[src/hdl/expression_token_scanner_assert.svh]
// Assertion macros shared by the expression token scanner.
`ifndef EXPRESSION_TOKEN_SCANNER_ASSERT_SVH
`define EXPRESSION_TOKEN_SCANNER_ASSERT_SVH

// Same-cycle implication, disabled during reset.
`define ETS_ASSERT_IMPLY(label, clk, rst, cond, prop) \
   label: assert property (@(posedge clk) disable iff (rst) (cond) |-> (prop)) \
      else $error("assertion failed");

// Next-cycle implication, disabled during reset.
`define ETS_ASSERT_NEXT(label, clk, rst, cond, prop) \
   label: assert property (@(posedge clk) disable iff (rst) (cond) |=> (prop)) \
      else $error("assertion failed");

`endif

[src/hdl/ets_pkg.sv]
// Package with the types, constants and helpers of the expression token scanner.
package ets_pkg;

   localparam int POS_WIDTH   = 16;
   localparam int FIELD_WIDTH = 16;
   localparam int SAT_WIDTH   = (POS_WIDTH > FIELD_WIDTH) ? POS_WIDTH : FIELD_WIDTH;
   localparam logic [FIELD_WIDTH-1:0] FIELD_MAX = '1;

   localparam int FIFO_DEPTH  = 8;
   localparam int PTR_WIDTH   = $clog2(FIFO_DEPTH);
   localparam int LEVEL_WIDTH = $clog2(FIFO_DEPTH + 1);

   localparam logic [7:0] DOT_CHAR        = 8'h2E;
   localparam logic [7:0] UNDERSCORE_CHAR = 8'h5F;
   localparam logic [7:0] PERCENT_CHAR    = 8'h25;

   localparam logic OP_BYTE = 1'b0;
   localparam logic OP_END  = 1'b1;

   typedef enum logic [1:0] {
      MODE_IDLE   = 2'd0,
      MODE_IDENT  = 2'd1,
      MODE_NUMBER = 2'd2
   } mode_type;

   typedef enum logic [3:0] {
      KIND_ILLEGAL = 4'd0,
      KIND_EOF     = 4'd1,
      KIND_IDENT   = 4'd2,
      KIND_INT     = 4'd3,
      KIND_FLOAT   = 4'd4,
      KIND_RPAREN  = 4'd5,
      KIND_LPAREN  = 4'd6,
      KIND_PLUS    = 4'd7,
      KIND_MINUS   = 4'd8,
      KIND_MUL     = 4'd9,
      KIND_DIV     = 4'd10,
      KIND_MOD     = 4'd11
   } kind_type;

   typedef struct packed {
      kind_type               kind;
      logic [FIELD_WIDTH-1:0] start;
      logic [FIELD_WIDTH-1:0] length;
      logic                   last;
   } result_type;

   // Results caused by one item; a lone result is always in first.
   typedef struct packed {
      result_type first;
      result_type second;
      logic [1:0] num;
   } scan_out_type;

   typedef struct packed {
      logic [LEVEL_WIDTH-1:0] level;
      logic                   not_empty;
   } fifo_status_type;

   function automatic logic [FIELD_WIDTH-1:0] sat_field(input logic [POS_WIDTH-1:0] pos);
      logic [SAT_WIDTH-1:0] wide;
      wide = SAT_WIDTH'(pos);
      if (wide > SAT_WIDTH'(FIELD_MAX)) begin
         return FIELD_MAX;
      end
      return wide[FIELD_WIDTH-1:0];
   endfunction

   function automatic kind_type single_kind(input logic [7:0] c);
      case (c)
         8'h2B:        return KIND_PLUS;
         8'h2D:        return KIND_MINUS;
         8'h2A:        return KIND_MUL;
         8'h2F:        return KIND_DIV;
         PERCENT_CHAR: return KIND_MOD;
         8'h28:        return KIND_LPAREN;
         8'h29:        return KIND_RPAREN;
         default:      return KIND_ILLEGAL;
      endcase
   endfunction

endpackage

[src/hdl/ets_scan_core.sv]
// Scanner state and per-item token classification.
module ets_scan_core (
   input  logic                 clock,
   input  logic                 reset,
   input  logic                 item_valid,
   input  logic                 item_op,
   input  logic [7:0]           item_char,
   output ets_pkg::scan_out_type scan_out
);
   import ets_pkg::*;

   mode_type               mode_ff, mode_in;
   logic                   dot_ff, dot_in;
   logic [POS_WIDTH-1:0]   pos_ff, pos_in;
   logic [POS_WIDTH-1:0]   start_ff, start_in;
   logic [FIELD_WIDTH-1:0] len_ff, len_in;

   mode_type               mode_eff;
   logic                   is_alpha, is_digit, is_sep, is_word, pending, is_tok;
   logic [POS_WIDTH-1:0]   pos_adv;
   logic [FIELD_WIDTH-1:0] len_grow;
   result_type             pend_res, tok_res, eof_res;

   always_comb begin
      case (mode_ff)
         MODE_IDENT:  mode_eff = MODE_IDENT;
         MODE_NUMBER: mode_eff = MODE_NUMBER;
         default:     mode_eff = MODE_IDLE;
      endcase

      is_alpha = item_char inside {[8'h61:8'h7A], [8'h41:8'h5A], UNDERSCORE_CHAR};
      is_digit = item_char inside {[8'h30:8'h39]};
      is_sep   = item_char inside {8'h20, 8'h0D, 8'h0A};
      is_word  = is_alpha || is_digit;
      is_tok   = !is_sep && !is_word;
      pending  = (mode_eff != MODE_IDLE);

      pos_adv  = (pos_ff == '1) ? pos_ff : pos_ff + POS_WIDTH'(1);
      len_grow = (len_ff == FIELD_MAX) ? len_ff : len_ff + FIELD_WIDTH'(1);

      pend_res.kind   = (mode_eff == MODE_IDENT) ? KIND_IDENT :
                        (dot_ff ? KIND_FLOAT : KIND_INT);
      pend_res.start  = sat_field(start_ff);
      pend_res.length = len_ff;
      pend_res.last   = 1'b0;

      tok_res.kind    = single_kind(item_char);
      tok_res.start   = sat_field(pos_ff);
      tok_res.length  = FIELD_WIDTH'(1);
      tok_res.last    = 1'b1;

      eof_res.kind    = KIND_EOF;
      eof_res.start   = sat_field(pos_ff);
      eof_res.length  = '0;
      eof_res.last    = 1'b1;

      mode_in  = mode_ff;
      dot_in   = dot_ff;
      pos_in   = pos_ff;
      start_in = start_ff;
      len_in   = len_ff;

      scan_out.first  = pend_res;
      scan_out.second = tok_res;
      scan_out.num    = 2'd0;

      if (item_valid) begin
         if (item_op == OP_END) begin
            mode_in  = MODE_IDLE;
            dot_in   = 1'b0;
            pos_in   = '0;
            start_in = '0;
            len_in   = '0;
            if (pending) begin
               scan_out.second = eof_res;
               scan_out.num    = 2'd2;
            end else begin
               scan_out.first  = eof_res;
               scan_out.num    = 2'd1;
            end
         end else if (mode_eff == MODE_IDENT && is_word) begin
            len_in = len_grow;
            pos_in = pos_adv;
         end else if (mode_eff == MODE_NUMBER && (is_digit || item_char == DOT_CHAR)) begin
            dot_in = dot_ff || (item_char == DOT_CHAR);
            len_in = len_grow;
            pos_in = pos_adv;
         end else begin
            // A byte that cannot extend the pending token flushes it first.
            mode_in = MODE_IDLE;
            dot_in  = 1'b0;
            pos_in  = pos_adv;
            if (is_word) begin
               mode_in  = is_digit ? MODE_NUMBER : MODE_IDENT;
               start_in = pos_ff;
               len_in   = FIELD_WIDTH'(1);
            end
            scan_out.num = {1'b0, pending} + {1'b0, is_tok};
            if (!pending) begin
               scan_out.first = tok_res;
            end else if (!is_tok) begin
               scan_out.first.last = 1'b1;
            end
         end
      end
   end

   always_ff @(posedge clock) begin
      if (reset) begin
         mode_ff  <= MODE_IDLE;
         dot_ff   <= 1'b0;
         pos_ff   <= '0;
         start_ff <= '0;
         len_ff   <= '0;
      end else begin
         mode_ff  <= mode_in;
         dot_ff   <= dot_in;
         pos_ff   <= pos_in;
         start_ff <= start_in;
         len_ff   <= len_in;
      end
   end

endmodule

[src/hdl/ets_result_fifo.sv]
// Result queue that takes up to two results a cycle and delivers one per pop.
module ets_result_fifo (
   input  logic                     clock,
   input  logic                     reset,
   input  ets_pkg::scan_out_type    push,
   input  logic                     pop,
   output ets_pkg::result_type      head,
   output ets_pkg::fifo_status_type status
);
   import ets_pkg::*;

   result_type             mem_ff [FIFO_DEPTH];
   logic [PTR_WIDTH-1:0]   wr_ptr_ff, wr_ptr_in;
   logic [PTR_WIDTH-1:0]   rd_ptr_ff, rd_ptr_in;
   logic [LEVEL_WIDTH-1:0] level_ff, level_in;
   logic                   do_pop;

   always_comb begin
      do_pop    = pop && (level_ff != '0);
      wr_ptr_in = wr_ptr_ff + PTR_WIDTH'(push.num);
      rd_ptr_in = rd_ptr_ff + PTR_WIDTH'(do_pop);
      level_in  = level_ff + LEVEL_WIDTH'(push.num) - LEVEL_WIDTH'(do_pop);

      head             = mem_ff[rd_ptr_ff];
      status.level     = level_ff;
      status.not_empty = (level_ff != '0);
   end

   always_ff @(posedge clock) begin
      if (push.num != 2'd0) begin
         mem_ff[wr_ptr_ff] <= push.first;
      end
      if (push.num == 2'd2) begin
         mem_ff[wr_ptr_ff + PTR_WIDTH'(1)] <= push.second;
      end
   end

   always_ff @(posedge clock) begin
      if (reset) begin
         wr_ptr_ff <= '0;
         rd_ptr_ff <= '0;
         level_ff  <= '0;
      end else begin
         wr_ptr_ff <= wr_ptr_in;
         rd_ptr_ff <= rd_ptr_in;
         level_ff  <= level_in;
      end
   end

endmodule

[src/hdl/expression_token_scanner.sv]
// Expression token scanner: one byte or end mark in, tokens out.
//
// The req channel carries one item per handshake: req_operation selects a
// character byte (0) or end of input (1), req_char_byte holds the byte. The
// rsp channel carries tokens: kind, start position, length and a flag on the
// last token that an item caused. An item is taken at a clock edge with valid
// high and stall low on its channel.
// An accepted item lands in an input register, is classified in the next
// cycle and its tokens enter an eight-entry result queue, from whose head
// the first token can be taken once it has been written there.
// One item is accepted every cycle while req_stall is low; an item that
// yields two tokens needs an extra rsp handshake, absorbed by the queue.
// req_stall rises when the queue could not hold the tokens of the item in the
// input register and of one more.
// Synchronous reset empties the queue and returns the scanner to idle at
// position zero. A stalled rsp side holds the current token steady and keeps
// queuing until the queue is full enough to stall req.
`include "expression_token_scanner_assert.svh"
module expression_token_scanner (
   input  logic        clock,
   input  logic        reset,
   input  logic        req_valid,
   output logic        req_stall,
   input  logic        req_operation,
   input  logic [7:0]  req_char_byte,
   output logic        rsp_valid,
   input  logic        rsp_stall,
   output logic [3:0]  rsp_token_kind,
   output logic [15:0] rsp_start_position,
   output logic [15:0] rsp_token_length,
   output logic        rsp_last_of_run
);
   import ets_pkg::*;

   logic                   in_valid_ff, in_valid_in;
   logic                   in_op_ff;
   logic [7:0]             in_char_ff;
   logic                   req_accept;
   logic [LEVEL_WIDTH+1:0] reserve;
   scan_out_type           scan_out;
   result_type             head;
   fifo_status_type        status;

   always_comb begin
      // Room is kept for the item in the input register and one more.
      reserve     = (LEVEL_WIDTH+2)'(status.level) + (LEVEL_WIDTH+2)'(in_valid_ff ? 4 : 2);
      req_stall   = reserve > (LEVEL_WIDTH+2)'(FIFO_DEPTH);
      req_accept  = req_valid && !req_stall;
      in_valid_in = req_accept;
   end

   always_ff @(posedge clock) begin
      if (reset) begin
         in_valid_ff <= 1'b0;
      end else begin
         in_valid_ff <= in_valid_in;
      end
   end

   always_ff @(posedge clock) begin
      if (req_accept) begin
         in_op_ff   <= req_operation;
         in_char_ff <= req_char_byte;
      end
   end

   ets_scan_core u_scan_core (
      .clock      (clock),
      .reset      (reset),
      .item_valid (in_valid_ff),
      .item_op    (in_op_ff),
      .item_char  (in_char_ff),
      .scan_out   (scan_out)
   );

   ets_result_fifo u_result_fifo (
      .clock  (clock),
      .reset  (reset),
      .push   (scan_out),
      .pop    (rsp_valid && !rsp_stall),
      .head   (head),
      .status (status)
   );

   assign rsp_valid          = status.not_empty;
   assign rsp_token_kind     = head.kind;
   assign rsp_start_position = head.start;
   assign rsp_token_length   = head.length;
   assign rsp_last_of_run    = head.last;

   `ETS_ASSERT_IMPLY(a_level_bound, clock, reset, 1'b1, status.level <= LEVEL_WIDTH'(FIFO_DEPTH))
   `ETS_ASSERT_IMPLY(a_pair_queued, clock, reset, rsp_valid && !rsp_last_of_run, status.level >= LEVEL_WIDTH'(2))
   `ETS_ASSERT_IMPLY(a_eof_shape, clock, reset, rsp_valid && rsp_token_kind == KIND_EOF, rsp_token_length == 16'd0 && rsp_last_of_run)
   `ETS_ASSERT_NEXT(a_push_lands, clock, reset, !reset && in_valid_ff && scan_out.num != 2'd0 && !(rsp_valid && !rsp_stall), status.not_empty)

endmodule
[config.mk]
export PLATFORM = sky130hd
export DESIGN_NAME = expression_token_scanner
export DESIGN_NICKNAME = d
export VERILOG_FILES = /design/src/hdl/ets_pkg.sv /design/src/hdl/ets_scan_core.sv /design/src/hdl/ets_result_fifo.sv /design/src/hdl/expression_token_scanner.sv
export VERILOG_INCLUDE_DIRS = /design/src /design/src/hdl
export SDC_FILE = /design/constraint.sdc
export NUM_CORES = 1
export LEC_CHECK = 0
export BUFFER_PORTS_ARGS = -buffer_cell sky130_fd_sc_hd__buf_4
export CORE_ASPECT_RATIO = 1.2
export CORE_MARGIN = 3
export CORE_UTILIZATION = 45
export DETAILED_ROUTE_END_ITERATION = 10
export SLEW_MARGIN = 30
export SYNTH_ARGS = -nofsm -noshare
export SYNTH_HDL_FRONTEND = slang
export SYNTH_HIERARCHICAL = 1
export SYNTH_SLANG_ARGS = --single-unit
[constraint.sdc]
create_clock -name clock -period 10.15 [get_ports clock]
set_input_delay 2.03 -clock clock [delete_from_list [all_inputs] [get_ports clock]]
set_output_delay 2.03 -clock clock [all_outputs]
set_load 0.1 [all_outputs]
# ---- Word-level counts from Yosys, hierarchy flattened
# Memory sizes are Yosys's and may differ from the RTL's. A register that Yosys moved wholly into a read port is not among the register bits.
# Cells that the tools add are included.
dict set report classes {
  add_sub_neg 9
  magnitude_cmp 9
  n_reduce_logical 28
  n_mux 49
  n_eq_ne 22
}
# op count
set op_table {}
lappend op_table {{16-bit two-way mux} 15}
lappend op_table {{37-bit two-way mux} 6}
lappend op_table {{76-bit two-way mux} 1}
lappend op_table {{8-bit by 6-bit == test with 1-bit output, second input constant} 9}
lappend op_table {{36-bit two-way mux} 1}
lappend op_table {{16-bit by 1-bit adder with 16-bit output, second input constant} 2}
lappend op_table {{16-bit == test, second input constant} 2}
lappend op_table {{16-bit greater-than comparator, second input constant} 2}
lappend op_table {{4-bit one-hot mux with 7 select lines} 1}
lappend op_table {{2-bit two-way mux} 9}
lappend op_table {{8-bit by 4-bit == test with 1-bit output, second input constant} 2}
lappend op_table {{8-bit by 7-bit greater-or-equal comparator with 1-bit output, second input constant} 2}
lappend op_table {{8-bit by 7-bit <= comparator with 1-bit output, second input constant} 2}
lappend op_table {{1-bit two-way mux} 11}
lappend op_table {{1-bit logical AND} 9}
lappend op_table {{3-bit two-way mux} 3}
lappend op_table {{8-bit by 7-bit == test with 1-bit output, second input constant} 1}
lappend op_table {{8-bit by 6-bit greater-or-equal comparator with 1-bit output, second input constant} 1}
lappend op_table {{8-bit by 6-bit <= comparator with 1-bit output, second input constant} 1}
lappend op_table {{4-bit nonzero test} 2}
lappend op_table {{2-bit == test, second input constant} 3}
lappend op_table {{2-bit inequality test, second input constant} 3}
lappend op_table {{2-bit AND reduction} 3}
lappend op_table {{2-bit nonzero test} 3}
lappend op_table {{16 further kinds} 23}
dict set report totals {
  memories 1
  ram_bits 296
  register_bits 71
}
# memory depth width rd rd_clocked_by_memory_dff wr line
set mem_list {}
lappend mem_list {u_result_fifo.mem_ff 8 37 1 1 2 ets_result_fifo.sv:12} ;# result_type mem_ff [FIFO_DEPTH];

# ---- Logic depth before layout (Yosys ltp)
dict set report depth {
  word_depth 15
  mapped_depth 15
  mapped_depth_nobuf 14
}

# ---- By module
# Netlist, hierarchy kept.
# mod n_inst seq_area_each_um2 area_per_inst_um2 cells_per_inst
set modules_own_cells {}
lappend modules_own_cells {ets_result_fifo 1 9088.7 15363.5 837}
lappend modules_own_cells {ets_scan_core 1 1021.0 3493.4 427}
lappend modules_own_cells {expression_token_scanner 1 290.3 410.4 23}

# ---- Least setup slack after synthesis
# No wires, ideal clock.
dict set report synth_path {
  path_type {flip-flop to flip-flop}
  start {register in_char_ff[0]}
  end {memory u_result_fifo/mem_ff[1][0] in the netlist's numbering, enable pin}
  t_arrival_ns 5.131
  slack_ns 4.532
  path_stages_with_launch 11
  setup_time_ns 0.487
  path_cell_list {edfxtp_1 -> buf_6 -> or3_4 -> mux2_2 -> o32ai_1 -> a21oi_1 -> ha_1 -> nand3b_1 -> a21oi_1 -> o21ai_0 -> o31ai_1}
}
# element line
set synth_rtl {}
lappend synth_rtl {{start: declaration} expression_token_scanner.sv:37} ;# logic [7:0] in_char_ff;
lappend synth_rtl {{start signal: assignment} expression_token_scanner.sv:63} ;# in_char_ff <= req_char_byte;
lappend synth_rtl {{end: declaration} ets_result_fifo.sv:12}

==> impl_results.md <==
* CTS clk-pin slew, worst paths at 0.06 ns
* CP arrival at 3.40 ns
* CP max-delay cell: dfxtp_4
* Die W at 195 um
* Global route overflow at 0
* Antenna Nets Post-Route at 0
* Skew-Pair Late Insertion Delay at 0.54 ns
* Count of final max-slew check failures at 0
* Top post-synthesis cells by area: edfxtp_1 (48%), mux2_2 (20%), mux4_2 (8.6%)
* Share of the synthesized area in the top cell type at 0.475
* Netlist Area Pre-Place at 19300 um2
* Num rows at 82
* Setup TNS Final at 0 ns
* Final setup viols at 0
* Largest net degree at the start of global routing at 62
* Synth Instances at 1287
* Die ar. at 45300 um2
* CTS Buf Count at 41
* Crit. End Element: output pin
* Skew final at 0.0180 ns
* Tcrit/Tclk final at 0.535
* Hold crit path type: flop to flop
* DR vias/cell at 5.88
* Floorplan core area at 42100 um2
* DP HPWL at 29.2 mm
* Post-CTS Setup Bufs at 0
* Synth warnings at 6
* DRC violations left at 0
* Rel. slew slack at 0.371
* Ys flop type: edfxtp_1
* Min Tclk post-route at 5.43 ns
* Mapped Avg Cell Area at 15.0 um2
* CP max stage delay at 0.75 ns
* GP Congestion at 0.782
* CTS Root Cell: clkbuf_16
* Total iterations of the first detailed-routing run at 5
* Avg WL per Cell at 25.7 um
* CP most frequent cell: buf_4
* Async S/R FF share, synth at 0
* Most common cell in the netlist: mux2_2
* Final Hold Viols at 0
* CP Cell Sequence: buf_12 > buf_4 > mux4_2 > mux2_2 > buf_4
* Power Density at 197 nW/um2
* Final wirelength at 48.8 mm
* Longest Clk Path Bufs at 3
* Status: complete, no violations
* Design Area, Final at 21400 um2
* Min-delay src: u_scan_core/start_ff[8]$_SDFFE_PP0P_
* Vias at 11200
* Yosys reg bits at 367
* Initial Util at 0.458
* Post-synthesis cell type count at 77
* Sequential area share after synthesis at 0.540
* CTS resizes at 0
* Clock sink count at 367
* Post-synth EDFFs at 305
* Crit path launch type: flop
* Ant. Diodes at 0
* Initial antenna violation count at 0
* Commonest cells in the synthesized netlist: mux2_2 (335), edfxtp_1 (305), mux4_2 (74), dfxtp_1 (62), nand2_1 (53)
* Hold_buf cts at 0
* Cell Area, Placed at 20100 um2
* Crit path kind: flop to output pin
* IO Pins at 52
* Area leader, netlist: edfxtp_1
* First-pass GRT wire length at 74.1 mm
* Port bufs at 51
* Iter 0 DRT Violations at 745
* Worst Setup SP: u_result_fifo/rd_ptr_ff[1]$_SDFF_PP0_
* CTS tree: done
* Total of max-cap violations at 0
* Vias in the first global route at 11900
* Worst Path Max Fanout at 30
* RSZ-0062 raised after global routing: no
* # fillers at 3648
* Die Span Y at 233 um
* Slew @ Worst Pin at 0.931 ns
* Register Area at 10400 um2
* Leakage power at 0.00753 uW
* Peak VDD IR at 0.152 mV
* Total GRT Usage at 0.215
* Htree depth at 2
* Multi-input gate area at 8370 um2
* Synth-to-layout area growth at 11.1%
* Share of cells above drive strength 1 at 0.442
* Final #Nets at 1356
* FF-to-FF Start: in_char_ff[0]$_DFFE_PP_
* Highest clock rate at 184 MHz
* CP Data Required Time at 8.12 ns
metrics by stage:
step	total power (uW)	std cells	setup WS, ns	hold WS (ns)	utilization
floorplan	2600	1301	4.53	0.428	-
global placement	2840	1825	5.07	0.437	0.477
detailed placement	2840	1826	5.20	0.442	0.478
CTS	4260	1901	4.62	0.451	0.508
global route	4360	1902	4.51	0.472	0.509
finish	4210	1902	4.72	0.452	0.509
final cells by class:
| cell class | count | area share |
|---|---|---|
| Sequential cell | 367 | 0.486 |
| Tap cell | 546 | 0.0319 |
| Inverter | 23 | 0.00403 |
| Clock inverter | 16 | 0.00532 |
| Clock buffer | 59 | 0.0540 |
| Multi-Input combinational cell | 817 | 0.391 |
| Timing Repair Buffer | 74 | 0.0275 |
report_power, final:
group	switching, uW	internal, uW
combinational	751	311
clock	587	817
sequential	59.0	1680
metal layers:
layer / vias to the layer above / part of all wire / GRT usage
met4: 0 / 0.032 / 0.0747
met2: 239 / 0.52 / 0.385
met5: - / 0 / 0
li1: 5068 / - / -
met3: 80 / 0.033 / 0.0269
met1: 5799 / 0.41 / 0.269
path summary, 6_finish.rpt:
| kind | endpoint | slack (ns) | cells past startpoint |
|---|---|---|---|
| worst min-delay path | u_scan_core/start_ff[8]$_SDFFE_PP0P_ | 0.45 | 2 |
| worst min register to register | u_scan_core/start_ff[8]$_SDFFE_PP0P_ | 0.45 | 2 |
| worst max register to register | u_result_fifo/mem_ff[5][24]$_DFFE_PP_ | 5.30 | 11 |
| worst max-delay path | rsp_token_kind[2] | 4.72 | 5 |
critical path, delay by kind of cell (launching register included):
family                 cells  cell delay [ns]
buffers and inverters      3             1.13
DFF                        1             0.75
muxes                      2             0.92
flip-flops by register name, summed over array words and instances (netlist names):
name / count
u_scan_core/len_ff: 16
u_result_fifo/level_ff: 4
u_scan_core/pos_ff: 16
in_op_ff: 1
u_result_fifo/rd_ptr_ff: 3
u_result_fifo/wr_ptr_ff: 3
in_valid_ff: 1
u_scan_core/dot_ff: 1
u_scan_core/mode_ff: 2
u_result_fifo/mem_ff: 296
u_scan_core/start_ff: 16
in_char_ff: 8
placed cells by master (no fill, tap or decap), types with 6 or more instances in the layout:
master / count
a21oi_1: 39
and3_1: 7
nand3_1: 14
nor3_1: 10
a21oi_2: 7
inv_1: 23
clkinv_1: 7
nand2b_1: 9
nor2_1: 36
nand2_1: 49
nor2b_1: 8
nand3b_1: 18
mux2_2: 335
clkbuf_16: 42
clkbuf_1: 13
o21ai_0: 16
dfxtp_1: 59
edfxtp_1: 305
ha_1: 16
and2_1: 21
mux2_4: 14
xor2_1: 9
nand4_1: 6
conb_1: 16
buf_4: 72
or3_1: 13
mux4_2: 74
logic make-up after synthesis:
| logic type | share of synthesized area |
|---|---|
| muxes | 0.296 |
| DFF | 0.540 |
| and+or+nand+nor | 0.0642 |
| buffers and inverters | 0.0363 |
| AOI/OAI and AO/OA | 0.0414 |
| adders and majority gates | 0.0135 |
| xor gates and xnor gates | 0.00805 |
| other | 0.000390 |
Power figures use the tool's default switching activity.
